## src/sv/gbiq_pkg.sv

```systemverilog
package gbiq_pkg;

   localparam int NUM_PINS_DEF    = 16;
   localparam int QUEUE_DEPTH_DEF = 16;

   localparam int CMD_W    = 3;
   localparam int PIN_W    = 4;
   localparam int VALUE_W  = 16;
   localparam int STATUS_W = 3;
   localparam int LEVEL_W  = 8;
   localparam int CSR_IDX_W  = 3;
   localparam int CSR_DATA_W = 48;

   localparam logic [CMD_W-1:0] CMD_WRITE  = 3'd0;
   localparam logic [CMD_W-1:0] CMD_TOGGLE = 3'd1;
   localparam logic [CMD_W-1:0] CMD_READ   = 3'd2;
   localparam logic [CMD_W-1:0] CMD_ANALOG = 3'd3;
   localparam logic [CMD_W-1:0] CMD_POP    = 3'd4;

   localparam logic [STATUS_W-1:0] ST_OK         = 3'd0;
   localparam logic [STATUS_W-1:0] ST_BAD_PIN    = 3'd1;
   localparam logic [STATUS_W-1:0] ST_WRONG_MODE = 3'd2;
   localparam logic [STATUS_W-1:0] ST_BAD_VALUE  = 3'd3;
   localparam logic [STATUS_W-1:0] ST_NOT_ANALOG = 3'd4;
   localparam logic [STATUS_W-1:0] ST_Q_EMPTY    = 3'd5;

   localparam logic [1:0] MODE_UNUSED = 2'd0;
   localparam logic [1:0] MODE_INPUT  = 2'd1;
   localparam logic [1:0] MODE_OUTPUT = 2'd2;
   localparam logic [1:0] MODE_PULLUP = 2'd3;

   localparam logic [2:0] IRQ_NONE    = 3'd0;
   localparam logic [2:0] IRQ_LOW     = 3'd1;
   localparam logic [2:0] IRQ_RISING  = 3'd2;
   localparam logic [2:0] IRQ_FALLING = 3'd3;
   localparam logic [2:0] IRQ_CHANGE  = 3'd4;

   localparam logic [CSR_IDX_W-1:0] CSR_LOWEST     = 3'd0;
   localparam logic [CSR_IDX_W-1:0] CSR_HIGHEST    = 3'd1;
   localparam logic [CSR_IDX_W-1:0] CSR_PIN_MODES  = 3'd2;
   localparam logic [CSR_IDX_W-1:0] CSR_ANALOG_MSK = 3'd3;
   localparam logic [CSR_IDX_W-1:0] CSR_IRQ_MSK    = 3'd4;
   localparam logic [CSR_IDX_W-1:0] CSR_IRQ_MODES  = 3'd5;

   localparam logic [LEVEL_W-1:0] LEVEL_MAX = 8'd255;

   typedef struct packed {
      logic [3:0]  lowest_pin;
      logic [3:0]  highest_pin;
      logic [31:0] pin_modes;
      logic [15:0] analog_mask;
      logic [15:0] irq_mask;
      logic [47:0] irq_modes;
   } cfg_type;

   localparam cfg_type CFG_RESET = '{
      lowest_pin:  4'd0,
      highest_pin: 4'd10,
      pin_modes:   32'h0,
      analog_mask: 16'hFFFF,
      irq_mask:    16'h000C,
      irq_modes:   48'h0
   };

endpackage

```

## src/sv/gbiq_if.sv

```systemverilog
interface gbiq_req_if;
   logic                              valid;
   logic                              ready;
   logic [gbiq_pkg::CMD_W-1:0]        cmd;
   logic [gbiq_pkg::PIN_W-1:0]        pin;
   logic signed [gbiq_pkg::VALUE_W-1:0] value;

   modport source (output valid, output cmd, output pin, output value, input ready);
   modport sink   (input valid, input cmd, input pin, input value, output ready);
endinterface

interface gbiq_rsp_if;
   logic                            valid;
   logic                            ready;
   logic [gbiq_pkg::STATUS_W-1:0]   status;
   logic [gbiq_pkg::LEVEL_W-1:0]    read_value;
   logic [gbiq_pkg::PIN_W-1:0]      irq_pin;
   logic                            irq_queued;
   logic                            irq_dropped;

   modport source (output valid, output status, output read_value, output irq_pin,
                   output irq_queued, output irq_dropped, input ready);
   modport sink   (input valid, input status, input read_value, input irq_pin,
                   input irq_queued, input irq_dropped, output ready);
endinterface

```

## src/sv/gbiq_ram.sv

```systemverilog
module gbiq_ram #(
   parameter int WIDTH = 8,
   parameter int DEPTH = 16
) (
   input  logic                     clock,
   input  logic                     we,
   input  logic [$clog2(DEPTH)-1:0] waddr,
   input  logic [WIDTH-1:0]         wdata,
   input  logic                     re,
   input  logic [$clog2(DEPTH)-1:0] raddr,
   output logic [WIDTH-1:0]         rdata
);

   logic [WIDTH-1:0] mem_ff [DEPTH];
   logic [WIDTH-1:0] rdata_ff;

   always_ff @(posedge clock) begin
      if (we) begin
         mem_ff[waddr] <= wdata;
      end
      if (re) begin
         rdata_ff <= mem_ff[raddr];
      end
   end

   assign rdata = rdata_ff;

endmodule

```

## src/sv/gbiq_csr.sv

```systemverilog
module gbiq_csr (
   input  logic                                clock,
   input  logic                                reset,
   input  logic                                csr_we,
   input  logic [gbiq_pkg::CSR_IDX_W-1:0]      csr_index,
   input  logic [gbiq_pkg::CSR_DATA_W-1:0]     csr_wdata,
   output gbiq_pkg::cfg_type                   cfg
);

   gbiq_pkg::cfg_type cfg_ff;
   gbiq_pkg::cfg_type cfg_in;

   always_comb begin
      cfg_in = cfg_ff;
      if (csr_we) begin
         case (csr_index)
            gbiq_pkg::CSR_LOWEST:     cfg_in.lowest_pin  = csr_wdata[3:0];
            gbiq_pkg::CSR_HIGHEST:    cfg_in.highest_pin = csr_wdata[3:0];
            gbiq_pkg::CSR_PIN_MODES:  cfg_in.pin_modes   = csr_wdata[31:0];
            gbiq_pkg::CSR_ANALOG_MSK: cfg_in.analog_mask = csr_wdata[15:0];
            gbiq_pkg::CSR_IRQ_MSK:    cfg_in.irq_mask    = csr_wdata[15:0];
            gbiq_pkg::CSR_IRQ_MODES:  cfg_in.irq_modes   = csr_wdata[47:0];
            default:                  cfg_in = cfg_ff;
         endcase
      end
   end

   always_ff @(posedge clock) begin
      if (reset) begin
         cfg_ff <= gbiq_pkg::CFG_RESET;
      end else begin
         cfg_ff <= cfg_in;
      end
   end

   assign cfg = cfg_ff;

endmodule

```

## src/sv/gbiq_exec.sv

```systemverilog
module gbiq_exec #(
   parameter int NUM_PINS    = gbiq_pkg::NUM_PINS_DEF,
   parameter int QUEUE_DEPTH = gbiq_pkg::QUEUE_DEPTH_DEF,
   localparam int PIN_AW     = $clog2(NUM_PINS),
   localparam int PIN_SLOTS  = 2 ** PIN_AW,
   localparam int Q_AW       = $clog2(QUEUE_DEPTH),
   localparam int Q_CW       = $clog2(QUEUE_DEPTH + 1)
) (
   input  logic                               clock,
   input  logic                               reset,
   input  gbiq_pkg::cfg_type                  cfg,
   gbiq_req_if.sink                           req_chan,
   gbiq_rsp_if.source                         rsp_chan,
   output logic                               lvl_we,
   output logic [PIN_AW-1:0]                  lvl_waddr,
   output logic [gbiq_pkg::LEVEL_W-1:0]       lvl_wdata,
   output logic                               lvl_re,
   output logic [PIN_AW-1:0]                  lvl_raddr,
   input  logic [gbiq_pkg::LEVEL_W-1:0]       lvl_rdata,
   output logic                               q_we,
   output logic [Q_AW-1:0]                    q_waddr,
   output logic [gbiq_pkg::PIN_W-1:0]         q_wdata,
   output logic                               q_re,
   output logic [Q_AW-1:0]                    q_raddr,
   input  logic [gbiq_pkg::PIN_W-1:0]         q_rdata
);

   localparam int W8 = gbiq_pkg::LEVEL_W;

   // input stage
   logic                                s1_valid_ff, s1_valid_in;
   logic [gbiq_pkg::CMD_W-1:0]          s1_cmd_ff;
   logic [gbiq_pkg::PIN_W-1:0]          s1_pin_ff;
   logic signed [gbiq_pkg::VALUE_W-1:0] s1_value_ff;
   logic                                s1_byp_ff, s1_byp_in;
   logic [W8-1:0]                       s1_byp_data_ff;
   logic                                s1_lvl_vld_ff;

   // result stage
   logic                                r_valid_ff, r_valid_in;
   logic [gbiq_pkg::STATUS_W-1:0]       r_status_ff;
   logic [W8-1:0]                       r_read_ff;
   logic                                r_pop_ok_ff;
   logic                                r_queued_ff;
   logic                                r_dropped_ff;

   // bank and queue state
   logic [PIN_SLOTS-1:0]                lvl_vld_ff, lvl_vld_in;
   logic [Q_AW-1:0]                     head_ff, head_in;
   logic [Q_AW-1:0]                     tail_ff, tail_in;
   logic [Q_CW-1:0]                     count_ff, count_in;

   logic                                proc;
   logic                                accept;
   logic [W8-1:0]                       level;
   logic                                in_range;
   logic [1:0]                          mode;
   logic [2:0]                          irq_mode;
   logic                                is_input;
   logic [gbiq_pkg::STATUS_W-1:0]       status;
   logic [W8-1:0]                       rd;
   logic                                wr_en;
   logic [W8-1:0]                       wr_data;
   logic                                set_en;
   logic                                changed;
   logic                                fire;
   logic                                push;
   logic                                pop;
   logic                                dropped;

   assign proc   = s1_valid_ff && (!r_valid_ff || rsp_chan.ready);
   assign req_chan.ready = !s1_valid_ff || proc;
   assign accept = req_chan.valid && req_chan.ready;

   assign level = s1_byp_ff ? s1_byp_data_ff :
                  (s1_lvl_vld_ff ? lvl_rdata : '0);
   assign in_range = (s1_pin_ff >= cfg.lowest_pin) && (s1_pin_ff <= cfg.highest_pin) &&
                     (int'(s1_pin_ff) < NUM_PINS);
   assign mode     = cfg.pin_modes[2*s1_pin_ff +: 2];
   assign irq_mode = cfg.irq_modes[3*s1_pin_ff +: 3];
   assign is_input = (mode == gbiq_pkg::MODE_INPUT) || (mode == gbiq_pkg::MODE_PULLUP);

   always_comb begin
      status  = gbiq_pkg::ST_OK;
      rd      = '0;
      wr_en   = 1'b0;
      wr_data = '0;
      set_en  = 1'b0;
      pop     = 1'b0;
      if (s1_cmd_ff == gbiq_pkg::CMD_POP) begin
         if (count_ff == '0) begin
            status = gbiq_pkg::ST_Q_EMPTY;
         end else begin
            pop = 1'b1;
         end
      end else if (s1_cmd_ff > gbiq_pkg::CMD_POP) begin
         status = gbiq_pkg::ST_BAD_VALUE;
      end else if (!in_range) begin
         status = gbiq_pkg::ST_BAD_PIN;
      end else begin
         case (s1_cmd_ff)
            gbiq_pkg::CMD_WRITE: begin
               if (mode != gbiq_pkg::MODE_OUTPUT) begin
                  status = gbiq_pkg::ST_WRONG_MODE;
               end else if (s1_value_ff != 16'sd0 && s1_value_ff != 16'sd1) begin
                  status = gbiq_pkg::ST_BAD_VALUE;
               end else begin
                  wr_en   = 1'b1;
                  set_en  = 1'b1;
                  wr_data = {{(W8-1){1'b0}}, s1_value_ff[0]};
               end
            end
            gbiq_pkg::CMD_TOGGLE: begin
               if (!is_input) begin
                  status = gbiq_pkg::ST_WRONG_MODE;
               end else begin
                  wr_en   = 1'b1;
                  set_en  = 1'b1;
                  wr_data = {{(W8-1){1'b0}}, (level == '0)};
               end
            end
            gbiq_pkg::CMD_READ: begin
               if (!is_input) begin
                  status = gbiq_pkg::ST_WRONG_MODE;
               end else begin
                  rd = level;
               end
            end
            gbiq_pkg::CMD_ANALOG: begin
               if (mode != gbiq_pkg::MODE_OUTPUT) begin
                  status = gbiq_pkg::ST_WRONG_MODE;
               end else if (!cfg.analog_mask[s1_pin_ff]) begin
                  status = gbiq_pkg::ST_NOT_ANALOG;
               end else begin
                  wr_en = 1'b1;
                  if (s1_value_ff < 16'sd0) begin
                     wr_data = '0;
                  end else if (s1_value_ff > 16'sd255) begin
                     wr_data = gbiq_pkg::LEVEL_MAX;
                  end else begin
                     wr_data = s1_value_ff[W8-1:0];
                  end
               end
            end
            default: status = gbiq_pkg::ST_BAD_VALUE;
         endcase
      end
   end

   always_comb begin
      changed = (wr_data != level);
      case (irq_mode)
         gbiq_pkg::IRQ_LOW:     fire = (wr_data == '0);
         gbiq_pkg::IRQ_RISING:  fire = changed && (wr_data == 8'd1);
         gbiq_pkg::IRQ_FALLING: fire = changed && (wr_data == '0);
         gbiq_pkg::IRQ_CHANGE:  fire = changed;
         default:               fire = 1'b0;
      endcase
      fire    = fire && set_en && cfg.irq_mask[s1_pin_ff];
      dropped = fire && (count_ff == Q_CW'(QUEUE_DEPTH));
      push    = fire && !dropped;
   end

   always_comb begin
      head_in  = head_ff;
      tail_in  = tail_ff;
      count_in = count_ff;
      lvl_vld_in = lvl_vld_ff;
      if (proc && pop) begin
         head_in  = (head_ff == Q_AW'(QUEUE_DEPTH - 1)) ? '0 : head_ff + 1'b1;
         count_in = count_ff - 1'b1;
      end
      if (proc && push) begin
         tail_in  = (tail_ff == Q_AW'(QUEUE_DEPTH - 1)) ? '0 : tail_ff + 1'b1;
         count_in = count_ff + 1'b1;
      end
      if (proc && wr_en) begin
         lvl_vld_in[PIN_AW'(s1_pin_ff)] = 1'b1;
      end
   end

   assign lvl_we    = proc && wr_en;
   assign lvl_waddr = PIN_AW'(s1_pin_ff);
   assign lvl_wdata = wr_data;
   assign lvl_re    = accept;
   assign lvl_raddr = PIN_AW'(req_chan.pin);

   assign q_we    = proc && push;
   assign q_waddr = tail_ff;
   assign q_wdata = s1_pin_ff;
   assign q_re    = proc && pop;
   assign q_raddr = head_ff;

   assign s1_valid_in = accept ? 1'b1 : (proc ? 1'b0 : s1_valid_ff);
   assign s1_byp_in   = proc && wr_en && (s1_pin_ff == req_chan.pin);
   assign r_valid_in  = proc ? 1'b1 : (rsp_chan.ready ? 1'b0 : r_valid_ff);

   always_ff @(posedge clock) begin
      if (reset) begin
         s1_valid_ff <= 1'b0;
         r_valid_ff  <= 1'b0;
         lvl_vld_ff  <= '0;
         head_ff     <= '0;
         tail_ff     <= '0;
         count_ff    <= '0;
      end else begin
         s1_valid_ff <= s1_valid_in;
         r_valid_ff  <= r_valid_in;
         lvl_vld_ff  <= lvl_vld_in;
         head_ff     <= head_in;
         tail_ff     <= tail_in;
         count_ff    <= count_in;
      end
   end

   always_ff @(posedge clock) begin
      if (accept) begin
         s1_cmd_ff      <= req_chan.cmd;
         s1_pin_ff      <= req_chan.pin;
         s1_value_ff    <= req_chan.value;
         s1_byp_ff      <= s1_byp_in;
         s1_byp_data_ff <= wr_data;
         s1_lvl_vld_ff  <= lvl_vld_ff[PIN_AW'(req_chan.pin)];
      end
      if (proc) begin
         r_status_ff  <= status;
         r_read_ff    <= rd;
         r_pop_ok_ff  <= pop;
         r_queued_ff  <= push;
         r_dropped_ff <= dropped;
      end
   end

   assign rsp_chan.valid       = r_valid_ff;
   assign rsp_chan.status      = r_status_ff;
   assign rsp_chan.read_value  = r_read_ff;
   assign rsp_chan.irq_pin     = r_pop_ok_ff ? q_rdata : '0;
   assign rsp_chan.irq_queued  = r_queued_ff;
   assign rsp_chan.irq_dropped = r_dropped_ff;

endmodule

```

## src/sv/gpio_bank_with_interrupt_queue_unit.sv

```systemverilog
// channel | dir | handshake    | payload
// req_    | in  | valid/ready  | cmd[2:0], pin[3:0], value[15:0] signed
// rsp_    | out | valid/ready  | status[2:0], read_value[7:0], irq_pin[3:0],
//         |     |              | irq_queued, irq_dropped
// csr_    | in  | write enable | csr_index[2:0], csr_wdata[47:0]
//
// One transaction per cycle sustained while responses are taken; a request passes the input
// register at accept, then the result register once the result stage is free.
// Pin levels sit in a RAM read at accept time, with a bypass from the access ahead.
// Reset clears the pin-valid bits, queue pointers and stage valids, and loads CFG_RESET.
// A stalled response holds; the input register keeps accepting until it is also full.
module gpio_bank_with_interrupt_queue_unit #(
   parameter int NUM_PINS    = gbiq_pkg::NUM_PINS_DEF,
   parameter int QUEUE_DEPTH = gbiq_pkg::QUEUE_DEPTH_DEF
) (
   input  logic                            clock,
   input  logic                            reset,
   gbiq_req_if.sink                        req_chan,
   gbiq_rsp_if.source                      rsp_chan,
   input  logic                            csr_we,
   input  logic [gbiq_pkg::CSR_IDX_W-1:0]  csr_index,
   input  logic [gbiq_pkg::CSR_DATA_W-1:0] csr_wdata
);

   localparam int PIN_AW    = $clog2(NUM_PINS);
   localparam int PIN_SLOTS = 2 ** PIN_AW;
   localparam int Q_AW      = $clog2(QUEUE_DEPTH);

   gbiq_pkg::cfg_type                cfg;
   logic                             lvl_we, lvl_re;
   logic [PIN_AW-1:0]                lvl_waddr, lvl_raddr;
   logic [gbiq_pkg::LEVEL_W-1:0]     lvl_wdata, lvl_rdata;
   logic                             q_we, q_re;
   logic [Q_AW-1:0]                  q_waddr, q_raddr;
   logic [gbiq_pkg::PIN_W-1:0]       q_wdata, q_rdata;

   gbiq_csr u_csr (
      .clock     (clock),
      .reset     (reset),
      .csr_we    (csr_we),
      .csr_index (csr_index),
      .csr_wdata (csr_wdata),
      .cfg       (cfg)
   );

   gbiq_ram #(.WIDTH(gbiq_pkg::LEVEL_W), .DEPTH(PIN_SLOTS)) u_level_ram (
      .clock (clock),
      .we    (lvl_we),
      .waddr (lvl_waddr),
      .wdata (lvl_wdata),
      .re    (lvl_re),
      .raddr (lvl_raddr),
      .rdata (lvl_rdata)
   );

   gbiq_ram #(.WIDTH(gbiq_pkg::PIN_W), .DEPTH(QUEUE_DEPTH)) u_queue_ram (
      .clock (clock),
      .we    (q_we),
      .waddr (q_waddr),
      .wdata (q_wdata),
      .re    (q_re),
      .raddr (q_raddr),
      .rdata (q_rdata)
   );

   gbiq_exec #(.NUM_PINS(NUM_PINS), .QUEUE_DEPTH(QUEUE_DEPTH)) u_exec (
      .clock     (clock),
      .reset     (reset),
      .cfg       (cfg),
      .req_chan  (req_chan),
      .rsp_chan  (rsp_chan),
      .lvl_we    (lvl_we),
      .lvl_waddr (lvl_waddr),
      .lvl_wdata (lvl_wdata),
      .lvl_re    (lvl_re),
      .lvl_raddr (lvl_raddr),
      .lvl_rdata (lvl_rdata),
      .q_we      (q_we),
      .q_waddr   (q_waddr),
      .q_wdata   (q_wdata),
      .q_re      (q_re),
      .q_raddr   (q_raddr),
      .q_rdata   (q_rdata)
   );

endmodule

```

## src/flat_wrapper.sv

```systemverilog
// flat-port wrapper written by rule: the top's interface ports become plain ports
module gpio_bank_with_interrupt_queue_unit_flat 
#(
   parameter int NUM_PINS    = gbiq_pkg::NUM_PINS_DEF,
   parameter int QUEUE_DEPTH = gbiq_pkg::QUEUE_DEPTH_DEF
)
  (clock, reset, csr_we, csr_index, csr_wdata, req_chan_valid, req_chan_cmd, req_chan_pin, req_chan_value, req_chan_ready, rsp_chan_valid, rsp_chan_status, rsp_chan_read_value, rsp_chan_irq_pin, rsp_chan_irq_queued, rsp_chan_irq_dropped, rsp_chan_ready);
  gbiq_req_if req_chan_i ();
  gbiq_rsp_if rsp_chan_i ();
  input  logic clock;
  input  logic reset;
  input  logic csr_we;
  input  logic [gbiq_pkg::CSR_IDX_W-1:0] csr_index;
  input  logic [gbiq_pkg::CSR_DATA_W-1:0] csr_wdata;
  input wire logic [$bits(req_chan_i.valid)-1:0] req_chan_valid;
  input wire logic [$bits(req_chan_i.cmd)-1:0] req_chan_cmd;
  input wire logic [$bits(req_chan_i.pin)-1:0] req_chan_pin;
  input wire logic [$bits(req_chan_i.value)-1:0] req_chan_value;
  output wire logic [$bits(req_chan_i.ready)-1:0] req_chan_ready;
  output wire logic [$bits(rsp_chan_i.valid)-1:0] rsp_chan_valid;
  output wire logic [$bits(rsp_chan_i.status)-1:0] rsp_chan_status;
  output wire logic [$bits(rsp_chan_i.read_value)-1:0] rsp_chan_read_value;
  output wire logic [$bits(rsp_chan_i.irq_pin)-1:0] rsp_chan_irq_pin;
  output wire logic [$bits(rsp_chan_i.irq_queued)-1:0] rsp_chan_irq_queued;
  output wire logic [$bits(rsp_chan_i.irq_dropped)-1:0] rsp_chan_irq_dropped;
  input wire logic [$bits(rsp_chan_i.ready)-1:0] rsp_chan_ready;
  assign req_chan_i.valid = req_chan_valid;
  assign req_chan_i.cmd = req_chan_cmd;
  assign req_chan_i.pin = req_chan_pin;
  assign req_chan_i.value = req_chan_value;
  assign req_chan_ready = req_chan_i.ready;
  assign rsp_chan_valid = rsp_chan_i.valid;
  assign rsp_chan_status = rsp_chan_i.status;
  assign rsp_chan_read_value = rsp_chan_i.read_value;
  assign rsp_chan_irq_pin = rsp_chan_i.irq_pin;
  assign rsp_chan_irq_queued = rsp_chan_i.irq_queued;
  assign rsp_chan_irq_dropped = rsp_chan_i.irq_dropped;
  assign rsp_chan_i.ready = rsp_chan_ready;
  gpio_bank_with_interrupt_queue_unit #(.NUM_PINS(NUM_PINS), .QUEUE_DEPTH(QUEUE_DEPTH)) u_core (.clock(clock), .reset(reset), .req_chan(req_chan_i), .rsp_chan(rsp_chan_i), .csr_we(csr_we), .csr_index(csr_index), .csr_wdata(csr_wdata));
endmodule
```

## config.mk

```make
export PLATFORM = sky130hd
export DESIGN_NAME = gpio_bank_with_interrupt_queue_unit_flat
export DESIGN_NICKNAME = d
export VERILOG_FILES = /design/src/sv/gbiq_pkg.sv /design/src/sv/gbiq_if.sv /design/src/sv/gbiq_ram.sv /design/src/sv/gbiq_csr.sv /design/src/sv/gbiq_exec.sv /design/src/sv/gpio_bank_with_interrupt_queue_unit.sv /design/src/flat_wrapper.sv
export SDC_FILE = /design/constraint.sdc
export NUM_CORES = 1
export LEC_CHECK = 0
export ABC_AREA = 1
export BUFFER_PORTS_ARGS = -buffer_cell sky130_fd_sc_hd__buf_4
export CELL_PAD_IN_SITES_DETAIL_PLACEMENT = 0
export CELL_PAD_IN_SITES_GLOBAL_PLACEMENT = 1
export CORE_AREA = 2 2 197 199
export DETAILED_ROUTE_END_ITERATION = 7
export DIE_AREA = 0 0 199 201
export MAX_ROUTING_LAYER = met4
export PLACE_DENSITY = 0.92
export SYNTH_ARGS = -nofsm -noshare
export SYNTH_HDL_FRONTEND = slang
export SYNTH_HIERARCHICAL = 1
export SYNTH_SLANG_ARGS = --single-unit
```

## constraint.sdc

```tcl
create_clock -name clock -period 10.5 [get_ports clock]
set_input_delay 1.05 -clock clock [delete_from_list [all_inputs] [get_ports clock]]
set_output_delay 1.05 -clock clock [all_outputs]
set_load 0.02 [all_outputs]
```

---- Yosys cells after proc, flatten, opt, wreduce, memory -nomap -nowiden ----
Memory sizes are Yosys's and may differ from the RTL's. A register that Yosys moved wholly into a read port is not among the register bits.
Index checks and enable logic that the tools add are counted.
storage, ports and cells
  register bits after elaboration ......... 198
  bits in writable memories ............... 192
  bits of input ports ..................... 79
  output and inout bits ................... 19
  logic and storage cells ................. 165
  memories kept ........................... 2
operators by class
  $add $sub $neg .......................... 4
  $mul .................................... 1
  $lt $le $gt $ge ......................... 8
  equality and inequality tests ........... 23
  shift-type cells ........................ 2
  multiplexer cells ....................... 60
  bitwise operators ....................... 4
  reductions and logical operators ........ 38
memories
  memory                     words  bits a word  rd ports  clocked after Yosys merged registers in  wr ports  line            source
  u_core.u_level_ram.mem_ff  16     8            1         1                                        1         gbiq_ram.sv:14  logic [WIDTH-1:0] mem_ff [DEPTH];
  u_core.u_queue_ram.mem_ff  16     4            1         1                                        1         gbiq_ram.sv:14
operators by type and width
  cell                   count
  $mux W8                9
  $shiftx A48 B7 Y3      1
  $shiftx A32 B6 Y2      1
  $mux W1                28
  $pmux W8 S3            1
  $eq A3 B2 Y1 const B   6
  $mux W3                6
  $gt A16 B9 Y1 const B  1
  $logic_not A8 Y1       2
  $lt A16 B1 Y1 const B  1
  $ne A16 B2 Y1 const B  1
  $or A16 B16 Y16        1
  $reduce_bool A16 Y1    1
  $logic_and A1 B1 Y1    15
  $bmux W1 S4            3
  $eq A3 B3 Y1 const B   4
  $mux W4                3
  $reduce_and A2 Y1      6
  $lt A4 B5 Y1 const B   2
  $mux W5                2
  $eq A3 B1 Y1 const B   3
  $pmux W3 S3            1
  $add A4 B1 Y4 const B  2
  $eq A4 B4 Y1 const B   2
  other kinds (27)       38

---- Logic depth before layout (Yosys ltp) ----
Gate-level depths: netlist of the first run.
  depth in word-level cells ............... 20
  gate-level depth with buffers ........... 31
  depth with buffers taken out ............ 30

---- Modules after synthesis ----
The synthesis of the first run kept the hierarchy.
modules (own cells, without submodules)
  module                         times used  cells an instance  area an instance (µm²)  seq. area each (µm²)
  gbiq_ram (u_core.u_level_ram)  1           553                5851.9                  4083.9
  gbiq_exec                      1           710                5177.5                  2031.9
  gbiq_csr                       1           697                4770.8                  2402.3
  gbiq_ram (u_core.u_queue_ram)  1           290                3006.6                  2042.0

---- Worst setup path after synthesis of the first run ----
Ideal clock, no wire load.
  kind .................................... register -> register
  from .................................... register u_core.u_exec.s1_pin_ff, in the netlist u_core/u_exec/lvl_waddr[0]
  to ...................................... register u_core.u_exec.count_ff[4]
  library setup time ...................... 0.115 ns
  arrival ................................. 3.271 ns
  data required time ...................... 10.385 ns
  setup slack ............................. 7.114 ns
  stages on the path, launching flop included .. 27
  buffers on the path ..................... 2
  period minus slack after synthesis ...... 3.386 ns
  cells stage by stage .................... edfxtp_1 inv_2 buf_6 ha_1 inv_1 a21oi_1 o21ai_0 nand2_1 nand3_1 nor2_1 buf_2 nand3_2 inv_2 nand2_1 nand2_1 nor2_1 nand3_2 nand2_1 nand2_2 nand4_4 fa_1 a31oi_1 inv_1 nand2_1 nand3_1 nand2_1 nor2_1
on the way
  longest elaborated chain between the ends .. 18
  elaborated cells on any way between the ends .. 46
ends and longest elaborated chain
  what                                                       line                                       source
  start: declaration                                         gbiq_exec.sv:33                            logic [gbiq_pkg::PIN_W-1:0] s1_pin_ff;
  start signal: assignment                                   gbiq_exec.sv:219                           s1_pin_ff <= req_chan.pin;
  branches (longest 5 deep; another with $shiftx A32 B6 Y2)  -
  $mux W8 (*)                                                gbiq_exec.sv:98                            end else if (!in_range) begin
  $mux W8 (*)                                                gbiq_exec.sv:96                            end else if (s1_cmd_ff > gbiq_pkg::CMD_POP) begin
  $mux W8 (*)                                                gbiq_exec.sv:90                            if (s1_cmd_ff == gbiq_pkg::CMD_POP) begin
  via u_core.lvl_wdata, one bit                              gpio_bank_with_interrupt_queue_unit.sv:32  logic [gbiq_pkg::LEVEL_W-1:0] lvl_wdata, lvl_rdata;
  $ne A8 B8 Y1, or another cell as far along                 gbiq_exec.sv:151                           changed = (wr_data != level);
  $logic_and A1 B1 Y1 (on tied branches)                     gbiq_exec.sv:155, gbiq_exec.sv:154
  $pmux W1 S4 (*)                                            gbiq_exec.sv:152                           case (irq_mode)
  $logic_and A1 B1 Y1 (*) (2 in a row)                       gbiq_exec.sv:159                           fire = fire && set_en && cfg.irq_mask[s1_pin_ff];
  $logic_and A1 B1 Y1                                        gbiq_exec.sv:160                           dropped = fire && (count_ff == Q_CW'(QUEUE_DEPTH));
  $logic_not A1 Y1                                           gbiq_exec.sv:161                           push = fire && !dropped;
  $logic_and A1 B1 Y1 (*)                                    gbiq_exec.sv:161
  $logic_and A1 B1 Y1 (*)                                    gbiq_exec.sv:173                           if (proc && push) begin
  $mux W5 / $reduce_bool A2 Y1 (equally long branches)       -
  end signal: assignment                                     gbiq_exec.sv:212                           count_ff <= count_in;
  end: declaration                                           gbiq_exec.sv:51                            logic [Q_CW-1:0] count_ff, count_in;
Mark *: on every way through the listed nets, which the timed path passes. The select of a mux whose other input is x is not followed.
A chain may end at the register's enable or synchronous reset.

---- Worst setup path in the final report of the first run ----
Same ends and word-level chain as after synthesis.

==> results of run 1 <==
layout make-up:
type,instances,area [um2],share of cell area [%]
Multi-Input combinational cell,1434,6420,30.5
Timing Repair Buffer,106,796,3.78
Sequential cell,402,10600,50.1
Clock buffer,57,1210,5.75
Inverter,304,1150,5.47
Tap cell,518,648,3.08
Clock inverter,19,275,1.31
sequential cells by signal, summed over array words and instances, names as in the netlist, 5 cells and up:
register and flops:
u_core/u_csr/cfg 120, u_core/u_exec/count_ff 5, u_core/u_exec/lvl_vld_ff 16, u_core/u_exec/rsp_chan.read_value 8, u_core/u_exec/s1_byp_data_ff 8, u_core/u_exec/s1_value_ff 16, u_core/u_level_ram/mem_ff 128, u_core/u_level_ram/rdata 8
u_core/u_queue_ram/mem_ff 64
final timing paths:
| path | slack, ns | depth (start not counted) | to |
|---|---|---|---|
| setup / recovery | 5.42 | 27 | u_core/u_exec/count_ff[4] |
| hold / removal | 0.45 | 2 | u_core/u_exec/lvl_vld_ff[8] |
| setup reg to reg | 5.42 | 27 | u_core/u_exec/count_ff[4] |
| hold reg to reg | 0.45 | 2 | u_core/u_exec/lvl_vld_ff[8] |
per-stage QoR:
step                      instance area (um2)  utilization, %  std cells  setup WS (ns)
after floorplan                         18800               -       2250           7.11
after global placement                  19600            51.4       2764           5.61
after detailed placement                19600            51.4       2764           5.45
after CTS                               21100            55.3       2840           5.43
after global routing                    21100            55.3       2840           4.82
final                                   21100            55.3       2840           5.42
power by group:
part / internal (uW) / switching (uW)
clock: 981 / 608
sequential: 1700 / 17.0
combinational: 76.5 / 164
metal layers:
layer	share of wire [%]	routed length (um)	global-route usage, %
met5	0	0	-
met4	3.0	1410	8.13
met3	7.1	3280	4.70
met2	46	21400	37.3
met1	44	20300	31.5
kinds of logic after synthesis:
kind of cell / share of synthesized area [%]
AOI/OAI and AO/OA: 3.61
and+or+nand+nor: 29.2
xor gates and xnor gates: 0.326
adders and majority gates: 0.971
buffers and inverters: 9.76
DFF: 56.2
worst max-delay path, stage by stage, from the launching register on:
cell and delay (ns):
edfxtp_1 0.33, buf_4 0.49, inv_2 0.40, ha_1 0.39
nand3_1 0.08, nand3_1 0.13, nand3_1 0.14, nor2_1 0.63
inv_1 0.18, nor2_4 0.17, nand2_2 0.08, inv_2 0.23
nand2_1 0.09, nand2_1 0.06, nor2_1 0.05, nand3_2 0.04
nand2_1 0.05, nand2_2 0.10, nand4_4 0.21, ha_1 0.41
inv_1 0.09, o21bai_1 0.06, a31oi_1 0.18, inv_1 0.06
nand2_1 0.08, nand3_1 0.08, nand2_1 0.06, nor2_1 0.04
layout by cell type (no fill, tap or decap), types with 13 or more instances in the layout:
cell         n
a21oi_1     40
a22oi_1     16
buf_4      106
clkbuf_16   45
dfxtp_1    151
edfxtp_1   251
ha_1        13
inv_1      283
inv_2       17
nand2_1    638
nand3_1    311
nor2_1     294
o21ai_0     17
o22ai_1     16
==> out/qor.csv, run 1 <==
metric;value;unit
status;finished, final reports clean;
GP Congestion;0.853;
vias in the first global route;14194;
top post-synthesis cells by area;edfxtp_1 (40%), dfxtp_1 (16%), nand2_1 (13%);
Worst Clk Skew;0.0177;ns
Die ar.;40000;um2
First DRT Iteration DRCs;1305;
worst-path fanout max;48;
CTS Buf Count;43;
number of flops mapped to enable cells by yosys;251;
Synth top cells by count;nand2_1 (638), nand3_1 (311), nor2_1 (297), inv_1 (284), edfxtp_1 (251);
Seq/Total Area, Yosys;56.2;%
P_leak;0.00937;uW
Pwr Total;3540;uW
post-synthesis cell count;2250;
max-cap viol count;0;
Setup TNS Final;0;ns
clock sink count;402;
layout net count;2384;
Async SR Flop Fraction;0;%
CP Capture Type;register;
Max Transition Viols Final;0;
leading area contributor after synthesis;edfxtp_1;
initial antenna violation count;0;
wire length per cell;16.3;um
most common cell in the netlist;nand2_1;
Clk pin slew, worst setup/hold paths;0.06;ns
clock latency on the worst-skew pair;0.56;ns
Synthesized Nets;2343;
min-delay worst type;register to register;
Data required, critical path;10.95;ns
share of layout cells above drive strength 1;9.95;%
Final Hold Fails;0;
Worst VDD drop;0.104;mV
part of the cycle the worst path needs;48.4;%
core area;38100;um2
count of cell types in the netlist;47;
Yosys warning count;6;
# IOs;98;
Tightest Pin Transition;1.21;ns
final WL;46.3;mm
number of diodes;0;
CTS Root Buffer Type;clkbuf_16;
# Post-CTS Setup Buffers;0;
relative slew slack;18.9;%
TritonRoute pass-1 iters;7;
Worst setup SP type;register;
Post-CTS Resized;0;
# fillers;3412;
Fmax;197;MHz
hold_buf cts;0;
Initial Util;49.4;%
Layout area overhead;12.0;%
die height;201;um
global-route wire length before repair;74.0;mm
kind of critical path;register to register;
Antenna Violating Nets Remaining;0;
chip width;199;um
register bit total from synthesis;402;
TritonCTS clock tree;built;
Top FF cell, synth;edfxtp_1;
worst path arrival time;5.53;ns
Setup crit start;u_core/u_exec/lvl_waddr[0];
CTS HTree Levels;2;
num rows;72;
Remaining DRCs;0;
Final setup viols;0;
PortBufs;97;
area share of the largest cell type after synthesis;40.1;%
RSZ-0062 raised after global routing;no;
GRT Overall Usage;24.0;%
total number of vias;14788;
pwr dens;168;nW/um2
largest net degree at the start of global routing;84;
Synth Area per Inst;8.36;um2
Post-Synthesis Cell Area;18800;um2
total grt overflow;0;
worst hold slack;0.450;ns
Tmin final;5.08;ns
hold path startpoint;u_core/u_exec/lvl_vld_ff[8];
DR vias/cell;5.21;
post-DP HPWL;29.9;mm
RR Startpoint;u_core/u_exec/lvl_waddr[0];
CTS max path bufs;3;
Note: power is estimated with default switching activity, not from simulation.
==> inputs of run 2 (changes only) <==
- CORE_AREA: 2 2 197 199 -> 2 2 204 206
- DIE_AREA: 0 0 199 201 -> 0 0 206 208
- PLACE_DENSITY: 0.92 -> 0.87
- clock period: 10.5 -> 4.7 ns (I/O delays scaled with it)
==> run 2 against run 1 <==
- via count increased by 0.43%
- largest power group unchanged
- critical endpoint unchanged
- hold slack got worse by 0.37 ns
- sequential power increased by 120%
- critical path depth decreased by 5
- count of clock-buffer cells in the layout increased by 9
==> out/qor.csv, run 2 (synthesized netlist as in run 1, its figures left out) <==
metric;value;unit;change
Biggest register;u_core/u_level_ram/mem_ff;;
Layout area overhead;12.5;%;
RSZ-0062 raised after global routing;no;;
relative slew slack;15.6;%;-3.3 points
Tightest Pin Transition;1.27;ns;+0.0522 ns
total number of vias;14851;;+0.43%
First DRT Iteration DRCs;1250;;-4.2%
post-DP HPWL;30.5;mm;+1.9%
Setup TNS Final;0;ns;unchanged
pwr dens;364;nW/um2;+120%
status;finished, final reports clean;;
die height;208;um;+3.5%
Cell Area, Placed;19800;um2;+0.93%
CTS max path bufs;3;;unchanged
final WL;47.2;mm;+1.9%
design area;21200;um2;+0.47%
Final setup viols;0;;unchanged
Placed Cells;2800;;+1.3%
Data required, critical path;5.15;ns;-5.80 ns
CTS Buf Count;44;;+2.3%
Antenna Violating Nets Remaining;0;;unchanged
share of power burned in registers;49.7;%;+1.3 points
Setup crit start;u_core/u_exec/lvl_waddr[1];;
layout net count;2408;;+1.0%
kind of critical path;register to register;;
largest net degree at the start of global routing;84;;unchanged
Post-CTS Resized;0;;unchanged
part of the cycle the worst path needs;91.0;%;+43 points
worst hold slack;0.0776;ns;-0.373 ns
clock sink count;402;;unchanged
worst-path fanout max;37;;-23%
P_leak;0.00946;uW;+0.88%
min-delay worst type;primary input to register;;
power share of the combinational group;7.1;%;+0.3 points
r2r worst-path depth;22;;-19%
# fillers;3776;;+11%
RR Startpoint;u_core/u_exec/lvl_waddr[1];;
Max Transition Viols Final;0;;unchanged
core area;40600;um2;+6.4%
Die ar.;42800;um2;+7.1%
Reg2Reg Setup Slack;0.42;ns;-5.00 ns
initial antenna violation count;0;;unchanged
chip width;206;um;+3.5%
GP Congestion;0.888;;+4.0%
Pwr Total;7710;uW;+120%
Worst setup SP type;register;;
clock power share;43.2;%;-1.6 points
Tmin final;4.28;ns;-0.802 ns
CTS Root Buffer Type;clkbuf_16;;
max-cap viol count;0;;unchanged
Finished Layout Cells;2879;;+1.4%
cell internal pwr;5950;uW;+120%
CP Capture Type;register;;
global-route wire length before repair;73.4;mm;-0.80%
max reg flops;128;;unchanged
clock latency on the worst-skew pair;0.56;ns;about the same
share of layout cells above drive strength 1;10.7;%;+0.70 points
DR vias/cell;5.16;;-0.93%
Fmax;234;MHz;+19%
Remaining DRCs;0;;unchanged
Clk pin slew, worst setup/hold paths;0.06;ns;about the same
Worst Clk Skew;0.0165;ns;-0.00117 ns
r2r endpoint;u_core/u_exec/count_ff[4];;
crit path to;u_core/u_exec/count_ff[4];;
CTS HTree Levels;2;;unchanged
NetSw;1760;uW;+120%
Final Hold Fails;0;;unchanged
hold_buf cts;0;;unchanged
wire length per cell;16.4;um;+0.55%
TritonRoute pass-1 iters;5;;-2
TritonCTS clock tree;built;;
total grt overflow;0;;unchanged
num rows;74;;+2.8%
worst path arrival time;4.73;ns;-0.80 ns
GRT Overall Usage;22.4;%;-1.6 points
number of diodes;0;;unchanged
Initial Util;46.4;%;-3.0 points
vias in the first global route;13549;;-4.5%
switching share of power;22.8;%;+0.58 points
# Post-CTS Setup Buffers;0;;unchanged
Worst VDD drop;0.199;mV;+91%
commonest non-fill, non-tap cell in the layout;nand2_1;;
most frequent cells in the layout;nand2_1 (638), nand3_1 (311), nor2_1 (294);;
# IOs;98;;unchanged
PortBufs;97;;unchanged
[run 2: area by class of cell]
type                    instances  area, um2  area share [%]
inverters                     304       1150            5.44
clock inverters                12        111           0.526
clock buffers                  66       1280            6.05
repair buffers                129        972            4.59
well taps                     532        666            3.14
flip-flops and latches        402      10600            49.9
multi-input cells            1434       6420            30.3
[run 2: metrics by stage]
step	setup slack (ns)	utilization (%)
after floorplan	1.31	-
after global placement	0.542	48.7
after detailed placement	0.344	48.7
after CTS	0.295	52.2
after global routing	0.158	52.2
final	0.421	52.2
[run 2: critical path, cell delays in order, from the launching register on]
cell,delay [ns]
edfxtp_1,0.40
buf_4,0.29
nor2_2,0.62
inv_1,0.34
o22ai_1,0.22
o21ai_1,0.09
nand2_1,0.09
nor2_1,0.11
nor2_1,0.16
nand3_1,0.09
nor2_1,0.11
nand2_1,0.06
nand2_1,0.07
nand2_1,0.06
nand2_2,0.09
nand4_4,0.22
ha_1,0.41
inv_1,0.11
o21bai_1,0.07
a31oi_1,0.19
nand2_1,0.10
a21oi_1,0.17
nor2_1,0.06
[run 2: how the worst min path moves through the flow]
| stage | start | endpoint | slack [ns] | cells after the start |
|---|---|---|---|---|
| 6_report | req_chan_value[12] | u_core/u_exec/s1_value_ff[12] | 0.08 | 1 |
| 5_1_grt | req_chan_value[15] | u_core/u_exec/s1_value_ff[15] | 0.05 | 1 |
| 4_1_cts | req_chan_value[12] | u_core/u_exec/s1_value_ff[12] | 0.05 | 1 |
| 3_5_place_dp | u_core/u_exec/lvl_vld_ff[0] | u_core/u_exec/lvl_vld_ff[0] | 0.44 | 2 |
| 3_3_place_gp | u_core/u_exec/lvl_vld_ff[0] | u_core/u_exec/lvl_vld_ff[0] | 0.44 | 2 |
| 2_1_floorplan | u_core/u_exec/lvl_vld_ff[0] | u_core/u_exec/lvl_vld_ff[0] | 0.43 | 2 |
[run 2: power by group through the flow]
stage	sequential [uW]	combinational, uW	clock [uW]
floorplan	3900	364	0
global placement	3900	533	0
detailed placement	3910	540	0
CTS	3830	543	3390
global route	3840	604	3540
finish	3830	549	3330
[run 2: per-layer routing]
| layer | share of wire, % | vias to the layer above | track usage (%) |
|---|---|---|---|
| met5 | 0 | - | - |
| met4 | 2.3 | 0 | 5.59 |
| met3 | 7.3 | 81 | 3.73 |
| met2 | 46 | 507 | 34.5 |
| met1 | 45 | 6946 | 31.0 |
| li1 | - | 7317 | - |
